==> config.mk <==
export PLATFORM = sky130hd
export DESIGN_NAME = array_list_insert_delete_merge
export DESIGN_NICKNAME = d
export VERILOG_FILES = /design/src/alst_pkg.sv /design/src/array_list_insert_delete_merge.sv /design/src/alst_ram.sv
export SDC_FILE = /design/constraint.sdc
export NUM_CORES = 1
export LEC_CHECK = 0
export BUFFER_PORTS_ARGS = -buffer_cell sky130_fd_sc_hd__buf_2
export CAP_MARGIN = 20
export CORE_MARGIN = 5
export CORE_UTILIZATION = 35
export CTS_CLUSTER_DIAMETER = 30
export DETAILED_ROUTE_END_ITERATION = 6
export PLACE_DENSITY = 0.62
export SYNTH_ARGS = -nofsm -noshare
export SYNTH_HDL_FRONTEND = slang
export SYNTH_SLANG_ARGS = --single-unit
export TNS_END_PERCENT = 20
==> constraint.sdc <==
create_clock -name clk -period 9.5 [get_ports clk]
set_input_delay 0.475 -clock clk [delete_from_list [all_inputs] [get_ports clk]]
set_output_delay 0.475 -clock clk [all_outputs]
set_load 0.02 [all_outputs]
==> src/alst_pkg.sv <==
// Shared types and constants for the bounded ordered list engine.
package alst_pkg;

	// Default number of list entries.
	localparam int DEPTH_DEF = 16;

	// Field widths of one stream word.
	localparam int MODE_W = 4;
	localparam int POS_W  = 4;
	localparam int NUM_W  = 32;
	localparam int STAT_W = 2;

	// Operation codes carried in the mode field.
	typedef enum logic [MODE_W-1:0] {
		MODE_CLEAR      = 4'd0,
		MODE_INSERT     = 4'd1,
		MODE_DELETE     = 4'd2,
		MODE_PUSH_BACK  = 4'd3,
		MODE_POP_BACK   = 4'd4,
		MODE_PUSH_FRONT = 4'd5,
		MODE_POP_FRONT  = 4'd6,
		MODE_READ       = 4'd7,
		MODE_MERGE      = 4'd8
	} mode_t;

	// Result status codes.
	typedef enum logic [STAT_W-1:0] {
		ST_OK     = 2'd0,
		ST_FULL   = 2'd1,
		ST_EMPTY  = 2'd2,
		ST_BADPOS = 2'd3
	} status_t;

	// Sequencer states.
	typedef enum logic [3:0] {
		S_IDLE,
		S_EXEC,
		S_RD_ISSUE,
		S_RD_WAIT,
		S_SCAN_RD,
		S_SCAN_CMP,
		S_UP_RD,
		S_UP_WR,
		S_DN_RD,
		S_DN_WR,
		S_FIN
	} state_t;

endpackage

==> src/array_list_insert_delete_merge.sv <==
// Errors, clear, pop back and unused modes go straight to the result; a merge scans the
// list and then shifts entries, the longest path. Each item can also wait for the previous
// result word to be taken.
// The engine takes one word at a time; entries move by read-then-write through the single
// entry RAM.
// Reset: arst_n clears the count, the merge cursor and the handshakes; entry contents
// are left as they are and are only read below the count.
module array_list_insert_delete_merge #(
	parameter int DEPTH = alst_pkg::DEPTH_DEF
) (
	input  logic                             clk,
	input  logic                             arst_n,
	input  logic                             s_tvalid,
	output logic                             s_tready,
	// s_tdata fields from bit 0: mode[3:0], pos[7:4], number[39:8]
	input  logic [39:0]                      s_tdata,
	// s_tlast: last, marks the final element of a merged second list
	input  logic                             s_tlast,
	output logic                             m_tvalid,
	input  logic                             m_tready,
	// m_tdata fields from bit 0: status, read_value, count, then zero fill
	output logic [((34+$clog2(DEPTH+1)+7)/8)*8-1:0] m_tdata
);

	localparam int CW   = $clog2(DEPTH + 1);
	localparam int AW   = $clog2(DEPTH);
	localparam int CMPW = (CW > alst_pkg::POS_W) ? CW : alst_pkg::POS_W;
	localparam int OUTW = ((34 + CW + 7) / 8) * 8;
	localparam int PADW = OUTW - 34 - CW;

	alst_pkg::state_t  state_q, state_nx;
	alst_pkg::mode_t   mode_q;
	alst_pkg::status_t exec_status, res_status_q;

	logic [alst_pkg::POS_W-1:0] pos_q;
	logic [alst_pkg::NUM_W-1:0] num_q, res_rd_q, rdata, wdata;
	logic                       last_q;
	logic [CW-1:0]              count_q, cursor_q, idx_q, at_q;
	logic [CW-1:0]              idx_m1, idx_p1, cur_lim;
	logic [CMPW-1:0]            pos_x, cnt_x;
	logic                       m_tvalid_q;
	logic [OUTW-1:0]            m_tdata_q;
	logic                       we;
	logic [AW-1:0]              waddr, raddr;
	logic                       full, empty, ins_bad, acc_bad, less, fin_fire;

	// Entry storage.
	alst_ram #(
		.WIDTH (alst_pkg::NUM_W),
		.DEPTH (DEPTH)
	) u_ram (
		.clk   (clk),
		.we    (we),
		.waddr (waddr),
		.wdata (wdata),
		.raddr (raddr),
		.rdata (rdata)
	);

	// Conditions on the current word and list.
	always_comb begin
		pos_x   = CMPW'(pos_q);
		cnt_x   = CMPW'(count_q);
		full    = (count_q == CW'(DEPTH));
		empty   = (count_q == '0);
		ins_bad = (pos_x > cnt_x);
		acc_bad = (pos_x >= cnt_x);
		less    = ($signed(rdata) < $signed(num_q));
		idx_m1  = idx_q - CW'(1);
		idx_p1  = idx_q + CW'(1);
		cur_lim = (cursor_q > count_q) ? count_q : cursor_q;
	end

	// Status decided when an operation starts.
	always_comb begin
		exec_status = alst_pkg::ST_OK;
		unique case (mode_q)
			alst_pkg::MODE_INSERT: begin
				if (full) exec_status = alst_pkg::ST_FULL;
				else if (ins_bad) exec_status = alst_pkg::ST_BADPOS;
			end
			alst_pkg::MODE_DELETE, alst_pkg::MODE_READ: begin
				if (empty) exec_status = alst_pkg::ST_EMPTY;
				else if (acc_bad) exec_status = alst_pkg::ST_BADPOS;
			end
			alst_pkg::MODE_PUSH_BACK, alst_pkg::MODE_PUSH_FRONT, alst_pkg::MODE_MERGE: begin
				if (full) exec_status = alst_pkg::ST_FULL;
			end
			alst_pkg::MODE_POP_BACK, alst_pkg::MODE_POP_FRONT: begin
				if (empty) exec_status = alst_pkg::ST_EMPTY;
			end
			default: exec_status = alst_pkg::ST_OK;
		endcase
	end

	// Next state.
	always_comb begin
		state_nx = state_q;
		unique case (state_q)
			alst_pkg::S_IDLE: begin
				if (s_tvalid) state_nx = alst_pkg::S_EXEC;
			end
			alst_pkg::S_EXEC: begin
				if (exec_status != alst_pkg::ST_OK) begin
					state_nx = alst_pkg::S_FIN;
				end else begin
					unique case (mode_q)
						alst_pkg::MODE_INSERT, alst_pkg::MODE_PUSH_BACK,
						alst_pkg::MODE_PUSH_FRONT: state_nx = alst_pkg::S_UP_RD;
						alst_pkg::MODE_DELETE, alst_pkg::MODE_POP_FRONT:
							state_nx = alst_pkg::S_DN_RD;
						alst_pkg::MODE_READ:  state_nx = alst_pkg::S_RD_ISSUE;
						alst_pkg::MODE_MERGE: state_nx = alst_pkg::S_SCAN_RD;
						default:              state_nx = alst_pkg::S_FIN;
					endcase
				end
			end
			alst_pkg::S_RD_ISSUE: state_nx = alst_pkg::S_RD_WAIT;
			alst_pkg::S_RD_WAIT:  state_nx = alst_pkg::S_FIN;
			alst_pkg::S_SCAN_RD: begin
				state_nx = (idx_q < count_q) ? alst_pkg::S_SCAN_CMP : alst_pkg::S_UP_RD;
			end
			alst_pkg::S_SCAN_CMP: begin
				state_nx = less ? alst_pkg::S_SCAN_RD : alst_pkg::S_UP_RD;
			end
			alst_pkg::S_UP_RD: begin
				state_nx = (idx_q > at_q) ? alst_pkg::S_UP_WR : alst_pkg::S_FIN;
			end
			alst_pkg::S_UP_WR: state_nx = alst_pkg::S_UP_RD;
			alst_pkg::S_DN_RD: begin
				state_nx = (idx_p1 < count_q) ? alst_pkg::S_DN_WR : alst_pkg::S_FIN;
			end
			alst_pkg::S_DN_WR: state_nx = alst_pkg::S_DN_RD;
			alst_pkg::S_FIN: begin
				if (!m_tvalid_q || m_tready) state_nx = alst_pkg::S_IDLE;
			end
			default: state_nx = alst_pkg::S_IDLE;
		endcase
	end

	// Handshake and RAM controls for each state.
	always_comb begin
		s_tready = 1'b0;
		fin_fire = 1'b0;
		we       = 1'b0;
		waddr    = idx_q[AW-1:0];
		wdata    = rdata;
		raddr    = idx_q[AW-1:0];
		unique case (state_q)
			alst_pkg::S_IDLE: s_tready = 1'b1;
			alst_pkg::S_UP_RD: begin
				raddr = idx_m1[AW-1:0];
				if (idx_q <= at_q) begin
					we    = 1'b1;
					waddr = at_q[AW-1:0];
					wdata = num_q;
				end
			end
			alst_pkg::S_UP_WR, alst_pkg::S_DN_WR: we = 1'b1;
			alst_pkg::S_DN_RD: raddr = idx_p1[AW-1:0];
			alst_pkg::S_FIN:   fin_fire = !m_tvalid_q || m_tready;
			default: ;
		endcase
	end

	// Control state: sequencer, count, merge cursor, output valid.
	always_ff @(posedge clk or negedge arst_n) begin
		if (!arst_n) begin
			state_q    <= alst_pkg::S_IDLE;
			count_q    <= '0;
			cursor_q   <= '0;
			m_tvalid_q <= 1'b0;
		end else begin
			state_q <= state_nx;
			if (state_q == alst_pkg::S_EXEC) begin
				if (mode_q <= alst_pkg::MODE_READ) cursor_q <= '0;
				if (mode_q == alst_pkg::MODE_MERGE && full && last_q) cursor_q <= '0;
				if (mode_q == alst_pkg::MODE_CLEAR) count_q <= '0;
				if (mode_q == alst_pkg::MODE_POP_BACK && !empty) count_q <= count_q - CW'(1);
			end
			if (state_q == alst_pkg::S_UP_RD && idx_q <= at_q) begin
				count_q <= count_q + CW'(1);
				if (mode_q == alst_pkg::MODE_MERGE) begin
					cursor_q <= last_q ? '0 : at_q + CW'(1);
				end
			end
			if (state_q == alst_pkg::S_DN_RD && idx_p1 >= count_q) begin
				count_q <= count_q - CW'(1);
			end
			if (fin_fire) m_tvalid_q <= 1'b1;
			else if (m_tready) m_tvalid_q <= 1'b0;
		end
	end

	// Word, cursor positions and result payload.
	always_ff @(posedge clk) begin
		unique case (state_q)
			alst_pkg::S_IDLE: begin
				if (s_tvalid) begin
					mode_q <= alst_pkg::mode_t'(s_tdata[3:0]);
					pos_q  <= s_tdata[7:4];
					num_q  <= s_tdata[39:8];
					last_q <= s_tlast;
				end
			end
			alst_pkg::S_EXEC: begin
				res_status_q <= exec_status;
				res_rd_q     <= '0;
				unique case (mode_q)
					alst_pkg::MODE_INSERT: begin
						idx_q <= count_q;
						at_q  <= CW'(pos_q);
					end
					alst_pkg::MODE_PUSH_BACK: begin
						idx_q <= count_q;
						at_q  <= count_q;
					end
					alst_pkg::MODE_PUSH_FRONT: begin
						idx_q <= count_q;
						at_q  <= '0;
					end
					alst_pkg::MODE_DELETE, alst_pkg::MODE_READ: idx_q <= CW'(pos_q);
					alst_pkg::MODE_POP_FRONT: idx_q <= '0;
					alst_pkg::MODE_MERGE:     idx_q <= cur_lim;
					default: ;
				endcase
			end
			alst_pkg::S_RD_WAIT: res_rd_q <= rdata;
			alst_pkg::S_SCAN_RD: begin
				if (idx_q >= count_q) begin
					at_q  <= idx_q;
					idx_q <= count_q;
				end
			end
			alst_pkg::S_SCAN_CMP: begin
				if (less) begin
					idx_q <= idx_p1;
				end else begin
					at_q  <= idx_q;
					idx_q <= count_q;
				end
			end
			alst_pkg::S_UP_WR: idx_q <= idx_m1;
			alst_pkg::S_DN_WR: idx_q <= idx_p1;
			alst_pkg::S_FIN: begin
				if (fin_fire) begin
					m_tdata_q <= {{PADW{1'b0}}, count_q, res_rd_q, res_status_q};
				end
			end
			default: ;
		endcase
	end

	assign m_tvalid = m_tvalid_q;
	assign m_tdata  = m_tdata_q;

endmodule

==> src/alst_ram.sv <==
// Generic simple dual-port RAM with one write port and a registered read port.
module alst_ram #(
	parameter int WIDTH = 32,
	parameter int DEPTH = 16
) (
	input  logic                     clk,
	input  logic                     we,
	input  logic [$clog2(DEPTH)-1:0] waddr,
	input  logic [WIDTH-1:0]         wdata,
	input  logic [$clog2(DEPTH)-1:0] raddr,
	output logic [WIDTH-1:0]         rdata
);

	logic [WIDTH-1:0] mem [DEPTH];

	// Write port and registered read port.
	always_ff @(posedge clk) begin
		if (we) begin
			mem[waddr] <= wdata;
		end
		rdata <= mem[raddr];
	end

endmodule

# Word level (Yosys, flattened, before mapping)
# Memories as Yosys holds them, arrays and structs flattened. A register that Yosys moved wholly into a read port is not among the register bits.
# Index checks and enable logic that the tools add are counted.
# op_classes
mux,50
eq_ne,25
reduce_logical,30
add_sub_neg,5
n_lt_le_gt_ge,11
# ops
operator,n
$mux W5,16
$mux W32,2
$pmux W32 S2,1
$pmux W4 S11,1
$eq A4 B3 Y1 const B,8
$lt A32 B32 Y1,1
$pmux W5 S3,2
$pmux W5 S5,1
$mux W4,6
$pmux W5 S4,1
$eq A4 B2 Y1 const B,4
$eq A4 B4 Y1 const B,4
$mux W2,8
$pmux W4 S4,1
$add A5 B1 Y5 const B,3
$ge A5 B5 Y1,2
$gt A5 B5 Y1,2
$lt A5 B5 Y1,2
$sub A5 B1 Y5 const B,2
$eq A4 B1 Y1 const B,2
$logic_not A4 Y1,2
$mux W1,8
$ne A2 B2 Y1 const B,4
$pmux W2 S4,1
other kinds (22),37
# totals
out_inout_bits,42
mem_count,1
wordCells,135
register_bits,139
ramBits,512
# mem_list
memory,depth,word_bits,read_ports,rd_ports_with_merged_regs,wr,line,text
u_ram.mem,16,32,1,1,1,alst_ram.sv:14,logic [WIDTH-1:0] mem [DEPTH];

# Longest topological paths before layout
# logic_depth
depth_word,7
depth_mapped,13
depth_no_buf,12

# Modules after synthesis
# A second synthesis with hierarchy kept.
# unflattened
hier_cells,1533
hier_area_um2,27517.6
# modules_own_cells
module,cells_per_inst,area_each_um2,n_inst
alst_ram,838,19835.3,1
array_list_insert_delete_merge,695,7682.4,1

# Least setup slack after synthesis
# OpenSTA, ideal clock, no wires.
# synth_timing
path_kind,register -> register
start,register idx_q[1]
end,"memory u_ram.mem[11][0], enable pin"
path_slack_ns,5.448
path_stages_with_launch,11
synth_period_minus_slack_ns,4.052
t_arrival_ns,3.631
setup_ns,0.421
path_cell_list,edfxtp_1 > ha_1 > nor2b_1 > o21a_1 > o21a_1 > o21a_1 > o22ai_1 > nand2_1 > clkbuf_1 > o31a_1 > nor2_1
# synth_between
elab_chain_len,5
elab_cells_between_ends,7
classes_between,1 x order compare; 6 x mux
# synth_rtl
element,line,text
start: declaration,array_list_insert_delete_merge.sv:38,"logic [CW-1:0] count_q, cursor_q, idx_q, at_q;"
start signal: assignment,array_list_insert_delete_merge.sv:211,idx_q <= count_q;
start signal: assignment,array_list_insert_delete_merge.sv:215,idx_q <= count_q;
start signal: assignment,array_list_insert_delete_merge.sv:219,idx_q <= count_q;
$le A5 B5 Y1,array_list_insert_delete_merge.sv:153,if (idx_q <= at_q) begin
$mux W1,array_list_insert_delete_merge.sv:153,
$pmux W1 S2,array_list_insert_delete_merge.sv:149,unique case (state_q)
$mux W1,alst_ram.sv:18,if (we) begin
$mux W1 (implied by the code),alst_ram.sv:19,mem[waddr] <= wdata;
end: declaration,alst_ram.sv:14,
# Parallel ways exist; a longest one is shown, timed or not.

# Worst setup path after layout
# layout_timing
start,register idx_q[2]
end,"memory u_ram.mem[3][23], enable pin"
# Same word-level chain as after synthesis.

==> reports/results.ini <==
[drt]
wire_per_inst_um = 22.7
totalWireLength_um = 68100
drc = 0
drtIter0Drc = 1437
postRouteAntennaNets = 0
via_per_inst = 5.20
dr.pass1.iters = 6
vias = 15600

[cells_and_area]
ff_latch_area_sq_um = 20100
nNetsFinal = 1942
area_growth_pct = 26.2
layout_common_cells = edfxtp_1, clkbuf_16, nand2_1
multi_input_area_sq_um = 7220
layout-drive-gt1-share_pct = 27.7
nFillCells = 6808
final_common_cell = edfxtp_1

[flow_run]
drv_cap = 0

[status]
status = finished clean

[floorplan]
core_area_sq_um = 78900
num_rows = 103
io_pins = 87
die_w_um = 292
die_area_sq_um = 85000
start_util_pct = 35.2
chipHeight_um = 292

[power_and_ir_drop]
max-vdd-ir-drop_mv = 0.282
leakage_nw = 12.2
power_density_nw_per_um2 = 370
finalPower_mw = 13.0

[critical_path]
cp_top_family = simple AND/OR/NAND/NOR gates
max_stage_delay_ns = 0.90
startpoint_type = register
worst_ep_arrival_time_ns = 5.05
cp_cell_sequence = ha_1, o21a_1, o21a_1, o21a_1, o22a_1, nor2_1, a32oi_1, nor2_4, buf_4
worst_path_most_repeated_cell = o21a_1
r2r-start = idx_q[2]
crit_type = register to register
crit_buf_inv = 1
cpMaxStageDelayCell = edfxtp_1
rr_worst_depth = 9
crit_fanout = 20
cp.required_ns = 9.84
r2r_setup_slack_ns = 4.80
r2r_end = u_ram.mem[3][23]
worst_setup_path_end_kind = register

[timing]
finalHoldViolCount = 0
slew_viol_final = 0
worst_slew_margin_rel_pct = 26.5
rsz0062_at_grt = no
tightestPinTransition_ns = 1.10
period_needed_ns = 4.70
clock.fmax_mhz = 213
setup_violations = 0
clock_skew_ns = 0.0368
tns_ns = 0
fin_crit_sh_pct = 49.5

[clock_tree]
htree_levels = 4
cts_root_buf = clkbuf_16
clock_path_buffers = 3
clk_pin_slew_ns = 0.04
cts_buffers = 136
cts_tree = yes
cts.sinks = 683
clkLatencyLatePin_ns = 0.72

[synth]
synth_edf_count = 636
syn-cell-area_sq_um = 27800
synth_cell_types = 62
synth-seq-cells = 683
seq_area_frac_synth_pct = 72.5
synth_nets = 1699
syn_inst = 1593
synth_top_flop_cell = edfxtp_1
synth-async-reset-ratio_pct = 2.20
syn_area_per_cell_sq_um = 17.4
ys.warnings.count = 0

[global_routing]
grt.overflow.total = 0
grt_max_degree = 129
grt_pass1_wl_um = 103000
antenna_found_initial = 1
grt_pass1_vias = 16500
grt_use_total_pct = 15.9

[place]
port_buffers = 85
dp_hpwl_um = 37000
place.gp.congestion = 0.877

[worst_hold_path]
hold-path-endpoint = state_q[0]
min_path_cells = 3
hold_class = input port to register
min-delay-start = s_tvalid

## metrics by stage
step	area (sq um)	worst slack [ns]	std cells	hold slack, ns	utilization [%]
after floorplan	27800	5.45	1593	0.179	-
after global placement	29700	4.96	2700	0.407	37.6
after detailed placement	29700	4.88	2706	0.407	37.7
after CTS	35000	4.84	3000	0.0858	44.4
after global routing	35000	4.57	3000	0.132	44.4
final	35000	4.80	3001	0.129	44.4
## per-layer routing
metal	up-vias	wire, um	GRT usage [%]
li1	6875	-	-
met1	8009	29500	21.9
met2	588	32600	25.4
met3	122	4560	3.42
met4	0	1530	5.53
met5	-	0	0
## final cells by class
cell class                 count  share of cell area (%)
sequential                   683                    57.4
multi-input combinational    776                    20.6
clock buffer                 157                    10.2
tap                         1050                    3.75
clock inverter                95                    3.71
timing repair buffer         185                    3.69
inverter                      54                   0.579
antenna                        1                 0.00715
## worst max-delay path by stage
stage / start / to / slack [ns] / cells after the start
finish: idx_q[2] / u_ram.mem[3][23] / 4.80 / 9
global route: state_q[1] / u_ram.rdata[3] / 4.57 / 10
CTS: idx_q[2] / u_ram.mem[3][23] / 4.84 / 9
detailed placement: idx_q[2] / u_ram.mem[3][11] / 4.88 / 9
global placement: idx_q[2] / u_ram.mem[3][10] / 4.96 / 9
floorplan: idx_q[1] / u_ram.mem[11][0] / 5.45 / 10
## worst register-to-register path, delay by kind of cell (launching register included)
family,cells,cell delay [ns]
compound gates,5,1.24
simple gates,2,1.32
buf+inv,1,0.48
fa+ha+maj,1,0.40
flops,1,0.90
## power by group
part / leakage (nW) / total, mW / internal (mW) / switching (mW)
registers: 6.22 / 4.29 / 4.03 / 0.262
logic: 3.65 / 3.67 / 1.52 / 2.15
clock network: 2.36 / 5.00 / 3.40 / 1.60
total: 12.2 / 13.0 / 8.94 / 4.02
## sequential cells by signal, summed over array words and instances, names as in the netlist, 5 cells and up
signal	count
res_rd_q	32
cnt_x	5
m_tdata	39
u_ram.rdata	32
u_ram.mem	512
idx_q	5
at_q	5
num_q	32
cursor_q	5
## cell families after synthesis
group / count (synthesis) / synth area share (%)
AO/OA/AOI/OAI: 246 / 6.11
XOR/XNOR: 12 / 0.379
adder cells (fa/ha/maj): 61 / 2.75
buffers and inverters: 134 / 2.20
flip-flops: 683 / 72.5
multiplexers: 129 / 10.5
other: 1 / 0.0135
AND/OR/NAND/NOR: 327 / 5.60
## synth_stat cells, types with 5 or more instances
cell	instances	area (sq um)
ha_1	61	763
o21ai_0	56	280
and3_1	35	219
nand3_1	17	85.1
xnor2_1	9	78.8
and2_1	34	213
a211oi_2	14	175
inv_1	54	203
a21oi_1	38	190
buf_4	16	120
buf_2	14	70.1
o211ai_1	6	45.0
nor2_1	52	195
nor3_1	8	40.0
o22ai_1	5	31.3
dfrtp_1	15	375
nor2b_1	13	81.3
nand4_1	7	43.8
a31oi_1	38	238
clkbuf_1	46	173
nand2b_1	11	68.8
a211oi_1	21	158
dfxtp_1	32	641
mux4_2	129	2910
nand2_1	136	510
a221oi_1	13	114
edfxtp_1	636	19100
o21a_1	14	105
## what timing repair did
| action | in CTS | in global routing |
|---|---|---|
| hold endpoints to repair | 56 | 0 |
| gates resized for setup | 0 | 0 |
| hold buffers | 42 | 0 |
| setup buffers | 0 | 0 |
No activity file was read; power rests on OpenSTA's default activity.
